===== src/sv/itrd_pkg.sv =====
// Package with shared constants, types and helper functions for the radix digit converter.
package itrd_pkg;

   localparam int VALUE_BITS_DEFAULT = 31;
   localparam int RADIX_BITS         = 6;
   localparam int CHAR_BITS          = 7;

   localparam logic [RADIX_BITS-1:0] RADIX_MIN   = 6'd2;
   localparam logic [RADIX_BITS-1:0] RADIX_MAX   = 6'd36;
   localparam logic [RADIX_BITS-1:0] RADIX_RESET = 6'd10;
   localparam logic [RADIX_BITS-1:0] DECIMAL_TEN = 6'd10;

   localparam logic [CHAR_BITS-1:0] ASCII_ZERO = 7'd48;
   localparam logic [CHAR_BITS-1:0] ASCII_A    = 7'd65;

   typedef enum logic [2:0] {
      ST_IDLE,
      ST_DIV,
      ST_STORE,
      ST_READ,
      ST_SEND
   } state_type;

   // Commands from the controller to the datapath.
   typedef struct packed {
      logic load;
      logic div_step;
      logic store;
      logic read;
      logic out_load;
   } cmd_type;

   // Status from the datapath to the controller.
   typedef struct packed {
      logic div_last;
      logic quo_zero;
      logic cnt_last;
      logic idx_zero;
      logic out_free;
   } status_type;

   function automatic logic [RADIX_BITS-1:0] clamp_radix(input logic [RADIX_BITS-1:0] r);
      logic [RADIX_BITS-1:0] res;
      res = r;
      if (r < RADIX_MIN) begin
         res = RADIX_MIN;
      end else if (r > RADIX_MAX) begin
         res = RADIX_MAX;
      end
      return res;
   endfunction

   function automatic logic [CHAR_BITS-1:0] digit_to_ascii(input logic [RADIX_BITS-1:0] d);
      logic [CHAR_BITS-1:0] res;
      if (d < DECIMAL_TEN) begin
         res = ASCII_ZERO + {1'b0, d};
      end else begin
         res = ASCII_A + {1'b0, d} - {1'b0, DECIMAL_TEN};
      end
      return res;
   endfunction

endpackage


===== src/sv/itrd_req_if.sv =====
// Input channel interface carrying one integer per item.
interface itrd_req_if #(
   parameter int VALUE_BITS = itrd_pkg::VALUE_BITS_DEFAULT
);
   logic                  valid;
   logic                  ready;
   logic [VALUE_BITS-1:0] value;

   modport source (output valid, output value, input ready);
   modport sink   (input valid, input value, output ready);
endinterface


===== src/sv/itrd_rsp_if.sv =====
// Result channel interface carrying one ASCII digit per item.
interface itrd_rsp_if;
   logic                           valid;
   logic                           ready;
   logic [itrd_pkg::CHAR_BITS-1:0] digit_char;
   logic                           last_digit;

   modport source (output valid, output digit_char, output last_digit, input ready);
   modport sink   (input valid, input digit_char, input last_digit, output ready);
endinterface


===== src/sv/itrd_datapath.sv =====
// Datapath: radix register, bit-serial divider, digit memory and output register.
module itrd_datapath #(
   parameter int VALUE_BITS = itrd_pkg::VALUE_BITS_DEFAULT
) (
   input  logic                            clock,
   input  logic                            reset,
   input  logic                            csr_we,
   input  logic [itrd_pkg::RADIX_BITS-1:0] csr_wdata,
   input  logic [VALUE_BITS-1:0]           value,
   input  itrd_pkg::cmd_type               cmd,
   output itrd_pkg::status_type            status,
   itrd_rsp_if.source                      rsp_chan
);
   localparam int CNT_W = $clog2(VALUE_BITS);
   localparam int RB    = itrd_pkg::RADIX_BITS;

   logic [RB-1:0]         radix_ff;
   logic [RB-1:0]         radix_eff;
   logic [VALUE_BITS-1:0] quo_ff;
   logic [RB-1:0]         rem_ff;
   logic [CNT_W-1:0]      bit_ff;
   logic [CNT_W-1:0]      cnt_ff;
   logic [CNT_W-1:0]      idx_ff;
   logic [RB-1:0]         mem [VALUE_BITS];
   logic [RB-1:0]         rd_data_ff;

   logic                           out_valid_ff;
   logic [itrd_pkg::CHAR_BITS-1:0] out_char_ff;
   logic                           out_last_ff;

   logic [RB:0]   trial;
   logic          qbit;
   logic [RB-1:0] rem_in;

   assign radix_eff = itrd_pkg::clamp_radix(radix_ff);

   // One restoring division step: bring down the next dividend bit.
   always_comb begin
      trial  = {rem_ff, quo_ff[VALUE_BITS-1]};
      qbit   = (trial >= {1'b0, radix_eff});
      rem_in = qbit ? RB'(trial - {1'b0, radix_eff}) : trial[RB-1:0];
   end

   always_ff @(posedge clock) begin
      if (reset) begin
         radix_ff <= itrd_pkg::RADIX_RESET;
      end else if (csr_we) begin
         radix_ff <= csr_wdata;
      end
   end

   always_ff @(posedge clock) begin
      if (reset) begin
         quo_ff <= '0;
         rem_ff <= '0;
         bit_ff <= '0;
         cnt_ff <= '0;
      end else if (cmd.load) begin
         quo_ff <= value;
         rem_ff <= '0;
         bit_ff <= '0;
         cnt_ff <= '0;
      end else if (cmd.div_step) begin
         quo_ff <= {quo_ff[VALUE_BITS-2:0], qbit};
         rem_ff <= rem_in;
         bit_ff <= bit_ff + 1'b1;
      end else if (cmd.store) begin
         rem_ff <= '0;
         bit_ff <= '0;
         cnt_ff <= cnt_ff + 1'b1;
      end
      if (cmd.store) begin
         idx_ff <= cnt_ff;
      end else if (cmd.out_load) begin
         idx_ff <= idx_ff - 1'b1;
      end
   end

   always_ff @(posedge clock) begin
      if (cmd.store) begin
         mem[cnt_ff] <= rem_ff;
      end
   end

   always_ff @(posedge clock) begin
      if (cmd.read) begin
         rd_data_ff <= mem[idx_ff];
      end
   end

   always_ff @(posedge clock) begin
      if (reset) begin
         out_valid_ff <= 1'b0;
      end else if (cmd.out_load) begin
         out_valid_ff <= 1'b1;
      end else if (rsp_chan.ready) begin
         out_valid_ff <= 1'b0;
      end
   end

   always_ff @(posedge clock) begin
      if (cmd.out_load) begin
         out_char_ff <= itrd_pkg::digit_to_ascii(rd_data_ff);
         out_last_ff <= (idx_ff == '0);
      end
   end

   assign rsp_chan.valid      = out_valid_ff;
   assign rsp_chan.digit_char = out_char_ff;
   assign rsp_chan.last_digit = out_last_ff;

   assign status.div_last = (bit_ff == CNT_W'(VALUE_BITS - 1));
   assign status.quo_zero = (quo_ff == '0);
   assign status.cnt_last = (cnt_ff == CNT_W'(VALUE_BITS - 1));
   assign status.idx_zero = (idx_ff == '0);
   assign status.out_free = !out_valid_ff || rsp_chan.ready;
endmodule


===== src/sv/itrd_controller.sv =====
// Controller state machine sequencing division, digit storage and readout.
module itrd_controller (
   input  logic                 clock,
   input  logic                 reset,
   input  logic                 req_valid,
   output logic                 req_ready,
   input  itrd_pkg::status_type status,
   output itrd_pkg::cmd_type    cmd
);
   itrd_pkg::state_type state_ff, state_in;

   always_ff @(posedge clock) begin
      if (reset) begin
         state_ff <= itrd_pkg::ST_IDLE;
      end else begin
         state_ff <= state_in;
      end
   end

   always_comb begin
      state_in  = state_ff;
      cmd       = '0;
      req_ready = 1'b0;
      unique case (state_ff)
         itrd_pkg::ST_IDLE: begin
            req_ready = 1'b1;
            if (req_valid) begin
               cmd.load = 1'b1;
               state_in = itrd_pkg::ST_DIV;
            end
         end
         itrd_pkg::ST_DIV: begin
            cmd.div_step = 1'b1;
            if (status.div_last) begin
               state_in = itrd_pkg::ST_STORE;
            end
         end
         itrd_pkg::ST_STORE: begin
            cmd.store = 1'b1;
            // Stop once the quotient is exhausted or the buffer is full.
            if (status.quo_zero || status.cnt_last) begin
               state_in = itrd_pkg::ST_READ;
            end else begin
               state_in = itrd_pkg::ST_DIV;
            end
         end
         itrd_pkg::ST_READ: begin
            cmd.read = 1'b1;
            state_in = itrd_pkg::ST_SEND;
         end
         itrd_pkg::ST_SEND: begin
            if (status.out_free) begin
               cmd.out_load = 1'b1;
               state_in     = status.idx_zero ? itrd_pkg::ST_IDLE : itrd_pkg::ST_READ;
            end
         end
         default: begin
            state_in = itrd_pkg::ST_IDLE;
         end
      endcase
   end
endmodule


===== src/sv/integer_to_radix_digits.sv =====
// Top level of the integer to radix digit converter.
//
//   channel   direction  payload                      handshake
//   req_chan  in         value[VALUE_BITS-1:0]        valid / ready
//   rsp_chan  out        digit_char[6:0], last_digit  valid / ready
//   csr       in         csr_wdata[5:0] (radix)       csr_we, no wait
//
// Each digit is found by the bit-serial divider, one quotient bit per division step,
// and is then stored; the readout fetches each digit from the registered digit memory
// and then loads it into the output register.
// Reset is synchronous and restores radix ten. A stalled result channel holds
// the readout; a new item is taken once the last digit is in the output register.
module integer_to_radix_digits #(
   parameter int VALUE_BITS = itrd_pkg::VALUE_BITS_DEFAULT
) (
   input  logic                            clock,
   input  logic                            reset,
   itrd_req_if.sink                        req_chan,
   itrd_rsp_if.source                      rsp_chan,
   input  logic                            csr_we,
   input  logic [itrd_pkg::RADIX_BITS-1:0] csr_wdata
);
   itrd_pkg::cmd_type    cmd;
   itrd_pkg::status_type status;

   itrd_controller u_ctrl (
      .clock     (clock),
      .reset     (reset),
      .req_valid (req_chan.valid),
      .req_ready (req_chan.ready),
      .status    (status),
      .cmd       (cmd)
   );

   itrd_datapath #(
      .VALUE_BITS (VALUE_BITS)
   ) u_dp (
      .clock     (clock),
      .reset     (reset),
      .csr_we    (csr_we),
      .csr_wdata (csr_wdata),
      .value     (req_chan.value),
      .cmd       (cmd),
      .status    (status),
      .rsp_chan  (rsp_chan)
   );
endmodule

===== src/flat_wrapper.sv =====
// flat-port wrapper written by rule: the top's interface ports become plain ports
module integer_to_radix_digits_flat 
#(
   parameter int VALUE_BITS = itrd_pkg::VALUE_BITS_DEFAULT
)
  (clock, reset, csr_we, csr_wdata, req_chan_valid, req_chan_value, req_chan_ready, rsp_chan_valid, rsp_chan_digit_char, rsp_chan_last_digit, rsp_chan_ready);
  itrd_req_if #(.VALUE_BITS(VALUE_BITS)) req_chan_i ();
  itrd_rsp_if rsp_chan_i ();
  input  logic clock;
  input  logic reset;
  input  logic csr_we;
  input  logic [itrd_pkg::RADIX_BITS-1:0] csr_wdata;
  input wire logic [$bits(req_chan_i.valid)-1:0] req_chan_valid;
  input wire logic [$bits(req_chan_i.value)-1:0] req_chan_value;
  output wire logic [$bits(req_chan_i.ready)-1:0] req_chan_ready;
  output wire logic [$bits(rsp_chan_i.valid)-1:0] rsp_chan_valid;
  output wire logic [$bits(rsp_chan_i.digit_char)-1:0] rsp_chan_digit_char;
  output wire logic [$bits(rsp_chan_i.last_digit)-1:0] rsp_chan_last_digit;
  input wire logic [$bits(rsp_chan_i.ready)-1:0] rsp_chan_ready;
  assign req_chan_i.valid = req_chan_valid;
  assign req_chan_i.value = req_chan_value;
  assign req_chan_ready = req_chan_i.ready;
  assign rsp_chan_valid = rsp_chan_i.valid;
  assign rsp_chan_digit_char = rsp_chan_i.digit_char;
  assign rsp_chan_last_digit = rsp_chan_i.last_digit;
  assign rsp_chan_i.ready = rsp_chan_ready;
  integer_to_radix_digits #(.VALUE_BITS(VALUE_BITS)) u_core (.clock(clock), .reset(reset), .req_chan(req_chan_i), .rsp_chan(rsp_chan_i), .csr_we(csr_we), .csr_wdata(csr_wdata));
endmodule

===== config.mk =====
export PLATFORM = sky130hd
export DESIGN_NAME = integer_to_radix_digits_flat
export DESIGN_NICKNAME = d
export VERILOG_FILES = /design/src/sv/itrd_pkg.sv /design/src/sv/itrd_req_if.sv /design/src/sv/itrd_rsp_if.sv /design/src/sv/itrd_datapath.sv /design/src/sv/itrd_controller.sv /design/src/sv/integer_to_radix_digits.sv /design/src/flat_wrapper.sv
export SDC_FILE = /design/constraint.sdc
export NUM_CORES = 1
export LEC_CHECK = 0
export BUFFER_PORTS_ARGS = -buffer_cell sky130_fd_sc_hd__buf_2
export CORE_ASPECT_RATIO = 1.75
export CORE_MARGIN = 10
export CORE_UTILIZATION = 45
export DETAILED_ROUTE_END_ITERATION = 16
export GPL_TIMING_DRIVEN = 0
export PLACE_DENSITY = 0.67
export SYNTH_ARGS = -nofsm -noshare
export SYNTH_HDL_FRONTEND = slang
export SYNTH_SLANG_ARGS = --single-unit

===== constraint.sdc =====
create_clock -name clock -period 2.5 [get_ports clock]
set_input_delay 0.75 -clock clock [delete_from_list [all_inputs] [get_ports clock]]
set_output_delay 0.75 -clock clock [all_outputs]
set_load 0.005 [all_outputs]

# After elaboration in Yosys (flattened, before gate mapping)
# Memories as Yosys holds them, arrays and structs flattened. A register that Yosys moved wholly into a read port is not among the register bits.
# Cells that the tools add are included.
# W data, S select, Z words.
word_totals:
  input_bits: 42
  n_memories: 1
  latch_bits: 0
  ram_bits: 186
  romBits: 0
  word_cells: 75
  reg_bits: 70
  out_inout_bits: 10
memory_table:
  columns: ["name", "depth", "width", "read_ports", "rd_clocked_by_memory_dff", "write_ports", "line", "text"]
  rows:
  - ["u_core.u_dp.mem", 31, 6, 1, 1, 1, "itrd_datapath.sv:24", "logic [RB-1:0] mem [VALUE_BITS];"]
classes:
  n_mul: 0
  bitwise: 1
  n_shift: 0
  n_addsub: 7
  reduce_logical: 13
  n_eq_ne: 9
  div: 0
  n_mux: 30
  n_lt_le_gt_ge: 4
op_table:
  columns: ["op", "count"]
  rows:
  - ["$mux W31", 2]
  - ["$logic_not A31 Y1", 1]
  - ["$mux W6", 5]
  - ["$mux W5", 4]
  - ["$pmux W3 S5", 1]
  - ["$mux W1", 12]
  - ["$add A5 B1 Y5 const B", 2]
  - ["$eq A5 B5 Y1 const B", 2]
  - ["$mux W3", 3]
  - ["$reduce_bool A2 Y1", 4]
  - ["$add A6 B6 Y7 const A", 1]
  - ["$add A7 B6 Y7 const A", 1]
  - ["$ge A7 B6 Y1", 1]
  - ["$mux W7", 1]
  - ["$sub A7 B4 Y7 const B", 1]
  - ["$eq A3 B2 Y1 const B", 2]
  - ["$gt A6 B6 Y1 const B", 1]
  - ["$lt A6 B2 Y1 const B", 1]
  - ["$lt A6 B4 Y1 const B", 1]
  - ["$sub A6 B6 Y6", 1]
  - ["$logic_not A5 Y1", 1]
  - ["$sub A5 B1 Y5 const B", 1]
  - ["$mux W2", 2]
  - ["$ne A2 B1 Y1 const B", 2]
  - ["10 further kinds", 11]

# Logic depth before layout (Yosys ltp)
logic_depth:
  depth_word: 6
  mapped_depth: 12
  depth_no_buf: 11

# By module
# From an unflattened synthesis, not the netlist that was laid out.
hier_totals:
  hier_cells: 857
  area_unflattened_um2: 11333.4
by_module_without_submodules:
  columns: ["module", "instances", "seq_area_each_um2", "area_per_inst_um2", "cells_each"]
  rows:
  - ["itrd_datapath", 1, 7236.9, 11091.9, 824]
  - ["itrd_controller", 1, 60.1, 241.5, 33]

# Worst setup path before layout
# No wires, ideal clock.
synth_path:
  path_type: "reg-to-reg"
  startpoint: "register u_core.u_dp.radix_ff[2]"
  endpoint: "register u_core.u_dp.rem_ff[0]"
  t_required_ns: 2.430
  path_buffers: 1
  t_arrival_ns: 2.165
  synth_period_minus_slack_ns: 2.235
  setup_time_ns: 0.070
  stages_incl_launch_ff: 13
  setup_slack_ns: 0.265
  cell_sequence: "dfxtp_1 nor3_1 nand2_1 nand2_1 o21a_1 inv_1 ha_1 nand2_1 o21ai_1 a41o_1 buf_2 mux2_2 o2bb2ai_1"
synth_via:
  elab_chain_cells: 6
  word_cells_on_any_way: 8
  cone_classes: "add/sub (1); order compare (3); mux (4)"
synth_rtl:
  columns: ["item", "line", "text"]
  rows:
  - ["start, declared", "itrd_datapath.sv:17", "logic [RB-1:0] radix_ff;"]
  - ["start signal, assigned", "itrd_datapath.sv:46", "radix_ff <= itrd_pkg::RADIX_RESET;"]
  - ["start signal, assigned", "itrd_datapath.sv:48", "radix_ff <= csr_wdata;"]
  - ["$gt A6 B6 Y1", "itrd_pkg.sv:47", "end else if (r > RADIX_MAX) begin"]
  - ["$mux W6", "itrd_pkg.sv:47", null]
  - ["$mux W6 (*)", "itrd_pkg.sv:45", "if (r < RADIX_MIN) begin"]
  - ["$sub A6 B6 Y6 or $ge A7 B6 Y1 (tied branches)", "itrd_datapath.sv:41, itrd_datapath.sv:40", null]
  - ["$mux W6 (*)", "itrd_datapath.sv:41", "rem_in = qbit ? RB'(trial - {1'b0, radix_eff}) : trial[RB-1:0];"]
  - ["$mux W6 (*)", "itrd_datapath.sv:63", "end else if (cmd.div_step) begin"]
  - ["end signal, assigned", "itrd_datapath.sv:65", "rem_ff <= rem_in;"]
  - ["end, declared", "itrd_datapath.sv:20", "logic [RB-1:0] rem_ff;"]
# Mark *: on every way between the ends. The rest lies on a longest branch, timed or not.
# A chain may end at the register's enable or synchronous reset.

# Worst setup path after layout
layout_path:
  startpoint: "register u_core.u_ctrl.state_ff[2]"
  endpoint: "memory u_core.u_dp.mem[17][0] in the netlist's numbering (enable)"
layout_via:
  elab_chain_cells: 4
layout_rtl:
  columns: ["item", "line", "text"]
  rows:
  - ["start, declared", "itrd_controller.sv:10", "itrd_pkg::state_type state_ff, state_in;"]
  - ["start signal, assigned", "itrd_controller.sv:14", "state_ff <= itrd_pkg::ST_IDLE;"]
  - ["start signal, assigned", "itrd_controller.sv:16", "state_ff <= state_in;"]
  - ["$eq A3 B2 Y1", "itrd_controller.sv:24", "unique case (state_ff)"]
  - ["$mux W1", "itrd_controller.sv:24", null]
  - ["$mux W1", "itrd_datapath.sv:80", "if (cmd.store) begin"]
  - ["$mux W1 (implied by the code)", "itrd_datapath.sv:81", "mem[cnt_ff] <= rem_ff;"]
  - ["end, declared", "itrd_datapath.sv:24", null]
# Every way passes these cells.

==> results.txt <==
----------------------------------------------------
[Status]
  Status ... completed

[STA]
  Worst slew margin ... 13.2%
  Number of pins exceeding their max-slew limit in the final report ... 0
  Actual transition at the worst max-transition pin ... 1.30 ns
  Fin Setup TNS ... 0 ns
  Fin. Hold Viols ... 0
  Final critical path time including I/O delays and setup ... 2.49 ns
  Hold slack final ... 0.440 ns
  Top achievable clock speed ... 402 MHz
  RSZ-0062 raised after global routing ... yes
  Endpoints failing setup ... 0
  Part of the cycle the worst path needs ... 99.5%
  Clock skew after layout ... 0.0166 ns

[Final layout]
  Flip-flop and latch area ... 7300 um^2
  Post-layout nets ... 948
  Share of final-layout standard cells stronger than drive strength 1 ... 18.7%
  Most frequent cells in the layout ... 205 x sky130_fd_sc_hd__edfxtp_1, 73 x sky130_fd_sc_hd__buf_2, 68 x sky130_fd_sc_hd__nor2_1, 68 x sky130_fd_sc_hd__nand2_1, 58 x sky130_fd_sc_hd__a21oi_1
  Number of antenna diodes ... 0
  Syn-to-layout area delta ... 13.7%
  Most frequent standard cell in the layout excluding fill and tap cells ... sky130_fd_sc_hd__edfxtp_1
  Area occupied by multi-input gates ... 3500 um^2
  Filler cell count in the final layout ... 1991

[Yosys]
  Synth Net Count ... 871
  Netlist cell types ... 61
  Ys Warns ... 0
  Fraction of the yosys area taken by sequential cells ... 66.0%
  Top FF cell, synth ... sky130_fd_sc_hd__edfxtp_1
  Number of enable flip-flop cells after synthesis ... 205
  Mean area per synthesized cell ... 13.6 um^2
  FF+latch count, synth ... 262
  Async set-reset flop share out of synthesis ... 0%
  Cell Area, Synth ... 11000 um^2
  Number of instances in the synthesized netlist ... 812

[Clocking]
  Buffer depth of the longest clock path ... 3
  Clock latency reported for the late side of the worst-skew pair ... 0.53 ns
  CTS clock-pin slew for the worst setup and hold paths ... 0.07 ns
  Clock tree from TritonCTS ... yes
  Number of buffers created by CTS ... 25
  Root Driver ... sky130_fd_sc_hd__clkbuf_16
  Hold-fix buffer count after cts ... 0
  H-tree depth ... 1
  Total clock sinks ... 262

[Placement]
  Routability Congestion ... 0.881
  Detailed placement HPWL ... 18.1 mm
  IO buf count ... 49

[Critical path]
  Crit. End Element ... flop
  CP Launch Type ... flop
  Worst-path maximum fanout ... 10
  Critical path required time ... 2.66 ns
  Critical Path AT ... 2.64 ns
  Worst reg2reg setup slack ... 0.01 ns
  Category of the most critical setup path ... flop to flop

[Route]
  Number of detailed-route iterations in the first pass ... 5
  DRC errors left ... 0
  Count of vias placed by the detailed router ... 6880
  Avg WL per Cell ... 21.0 um
  Vias/cell ... 5.66
  Drt total wl ... 25.5 mm
  Starting DRT DRC Count ... 428
  Antenna violation net count after detailed routing ... 0

[GRT]
  Aggregate global routing overflow ... 0
  Vias in the first global route ... 7214
  GRT Resource Usage Total ... 15.9%
  Global-route wire length before repair ... 39.9 mm
  Largest net degree at the start of global routing ... 35
  Number of antenna violations at the first check in global routing ... 0

[Die]
  Number of ports placed on the die boundary ... 52
  Total core area ... 24100 um^2
  Initial Utilization ... 45.8%
  Row cnt ... 75
  Chip Height ... 227 um
  Total Die Area ... 31500 um^2
  Horizontal die dimension ... 138 um

[Run]
  # Max-Cap Violations ... 0

[Pwr]
  Share of power burned in the clock network ... 41.1%
  Worst VDD drop ... 0.000714 V
  Static Leak ... 4.54 nW
  Sequential share of power ... 52.4%
  Total power density per cell area ... 734 nW/um^2
  Switch Pwr ... 2.07 mW
  Switching share of power ... 22.4%
  Part of the total power dissipated in combinational logic ... 6.6%
  Total internal power ... 7.16 mW

[Worst hold path]
  Class of the tightest hold or removal check ... primary input to flop

----------------------------------------------------
-- what timing repair did --
item                       CTS  global route
gates cloned                 0             0
setup buffers                0             1
gates resized for setup      6            14
setup endpoints to repair    7           147
pin swaps                    0             1
-- synthesized netlist by cell type (8+ instances only) --
library cell                 n  share of area (%)
sky130_fd_sc_hd__nor2b_1    13               0.74
sky130_fd_sc_hd__o21ai_0    11               0.50
sky130_fd_sc_hd__mux4_2     25                5.1
sky130_fd_sc_hd__a211oi_1    9               0.61
sky130_fd_sc_hd__nor2_1     79                2.7
sky130_fd_sc_hd__nand2b_1   10               0.57
sky130_fd_sc_hd__edfxtp_1  205                 56
sky130_fd_sc_hd__nand4_1     8               0.45
sky130_fd_sc_hd__a21oi_1    58                2.6
sky130_fd_sc_hd__nand3_1    18               0.82
sky130_fd_sc_hd__a22oi_1    47                3.2
sky130_fd_sc_hd__dfxtp_1    57                 10
sky130_fd_sc_hd__mux2i_1    41                3.7
sky130_fd_sc_hd__clkbuf_1   13               0.44
sky130_fd_sc_hd__inv_1      19               0.65
sky130_fd_sc_hd__nand2_1    68                2.3
sky130_fd_sc_hd__buf_2      25                1.1
sky130_fd_sc_hd__ha_1       16                1.8
-- worst max-delay path, cell delays in order (launching register included) --
cell and delay (ns):
sky130_fd_sc_hd__dfxtp_1 0.33, sky130_fd_sc_hd__clkbuf_1 0.21, sky130_fd_sc_hd__nor2_1 0.17, sky130_fd_sc_hd__and2_1 0.19, sky130_fd_sc_hd__buf_2 0.24, sky130_fd_sc_hd__nand2_1 0.32, sky130_fd_sc_hd__nor2_1 0.65
-- final cells by class --
| class | count | share of cell area (%) |
|---|---|---|
| repair buffers | 50 | 2.01 |
| clock inverters | 17 | 1.47 |
| clock buffers | 28 | 5.07 |
| flip-flops and latches | 262 | 58.1 |
| multi-input cells | 487 | 27.9 |
| inverters | 19 | 0.568 |
| plain buffers | 44 | 1.79 |
| well taps | 308 | 3.07 |
-- power by group through the flow --
stage          Clock, mW  Sequential [mW]  Combinational, mW
5_1_grt             4.00             4.84              0.679
2_1_floorplan          0             4.89              0.433
3_5_place_dp           0             4.92              0.603
3_3_place_gp           0             4.92              0.598
6_report            3.79             4.83              0.606
4_1_cts             3.84             4.83              0.605
-- registers in the layout, summed over array words and instances (netlist names) --
name                             cells
u_core.u_dp.rem_ff                   6
u_core.u_ctrl.state_ff               3
u_core.u_dp.rsp_chan.digit_char      7
u_core.u_dp.mem                    186
u_core.u_dp.rd_data_ff               6
u_core.u_dp.rsp_chan.valid           1
u_core.u_dp.radix_ff                 6
u_core.u_dp.quo_ff                  31
u_core.u_dp.rsp_chan.last_digit      1
u_core.u_dp.cnt_ff                   5
u_core.u_dp.bit_ff                   5
u_core.u_dp.idx_ff                   5
-- path summary, 6_finish.rpt --
kind	end	cells after the start	startpoint
worst max-delay path	u_core.u_dp.mem[17][0]	6	u_core.u_ctrl.state_ff[2]
worst min-delay path	u_core.u_dp.radix_ff[3]	2	csr_wdata[3]
worst max register to register	u_core.u_dp.mem[17][0]	6	u_core.u_ctrl.state_ff[2]
worst min register to register	u_core.u_dp.quo_ff[18]	2	u_core.u_dp.quo_ff[18]
-- kinds of logic (layout without fill, tap and decap cells) --
kind of cell | Yosys count | after routing | synth area share, %
adder cells (fa/ha/maj) | 17 | 17 | 1.99
XOR/XNOR | 11 | 11 | 0.872
flip-flops | 262 | 262 | 66.0
buffers and inverters | 63 | 158 | 2.66
AND/OR/NAND/NOR | 225 | 225 | 9.35
AO/OA/AOI/OAI | 164 | 164 | 9.73
multiplexers | 70 | 70 | 9.35
-- per-stage QoR --
stage	power, mW	instance area [um^2]	utilization (%)	instances	worst slack [ns]
finish	9.22	12600	52.1	1215	0.0133
global route	9.52	12600	52.1	1215	-0.177
CTS	9.27	12500	51.9	1214	0.0198
detailed placement	5.53	11700	48.4	1169	-0.316
global placement	5.52	11700	48.4	1169	-0.257
floorplan	5.32	11000	-	812	0.265
-- layer usage --
metal	wire, um	GRT usage [%]	vias up
li1	-	-	3245
met4	1090	7.58	0
met1	9150	15.8	3372
met2	14000	31.2	209
met5	0	0	-
met3	1280	2.71	54
Power figures use the tool's default switching activity.
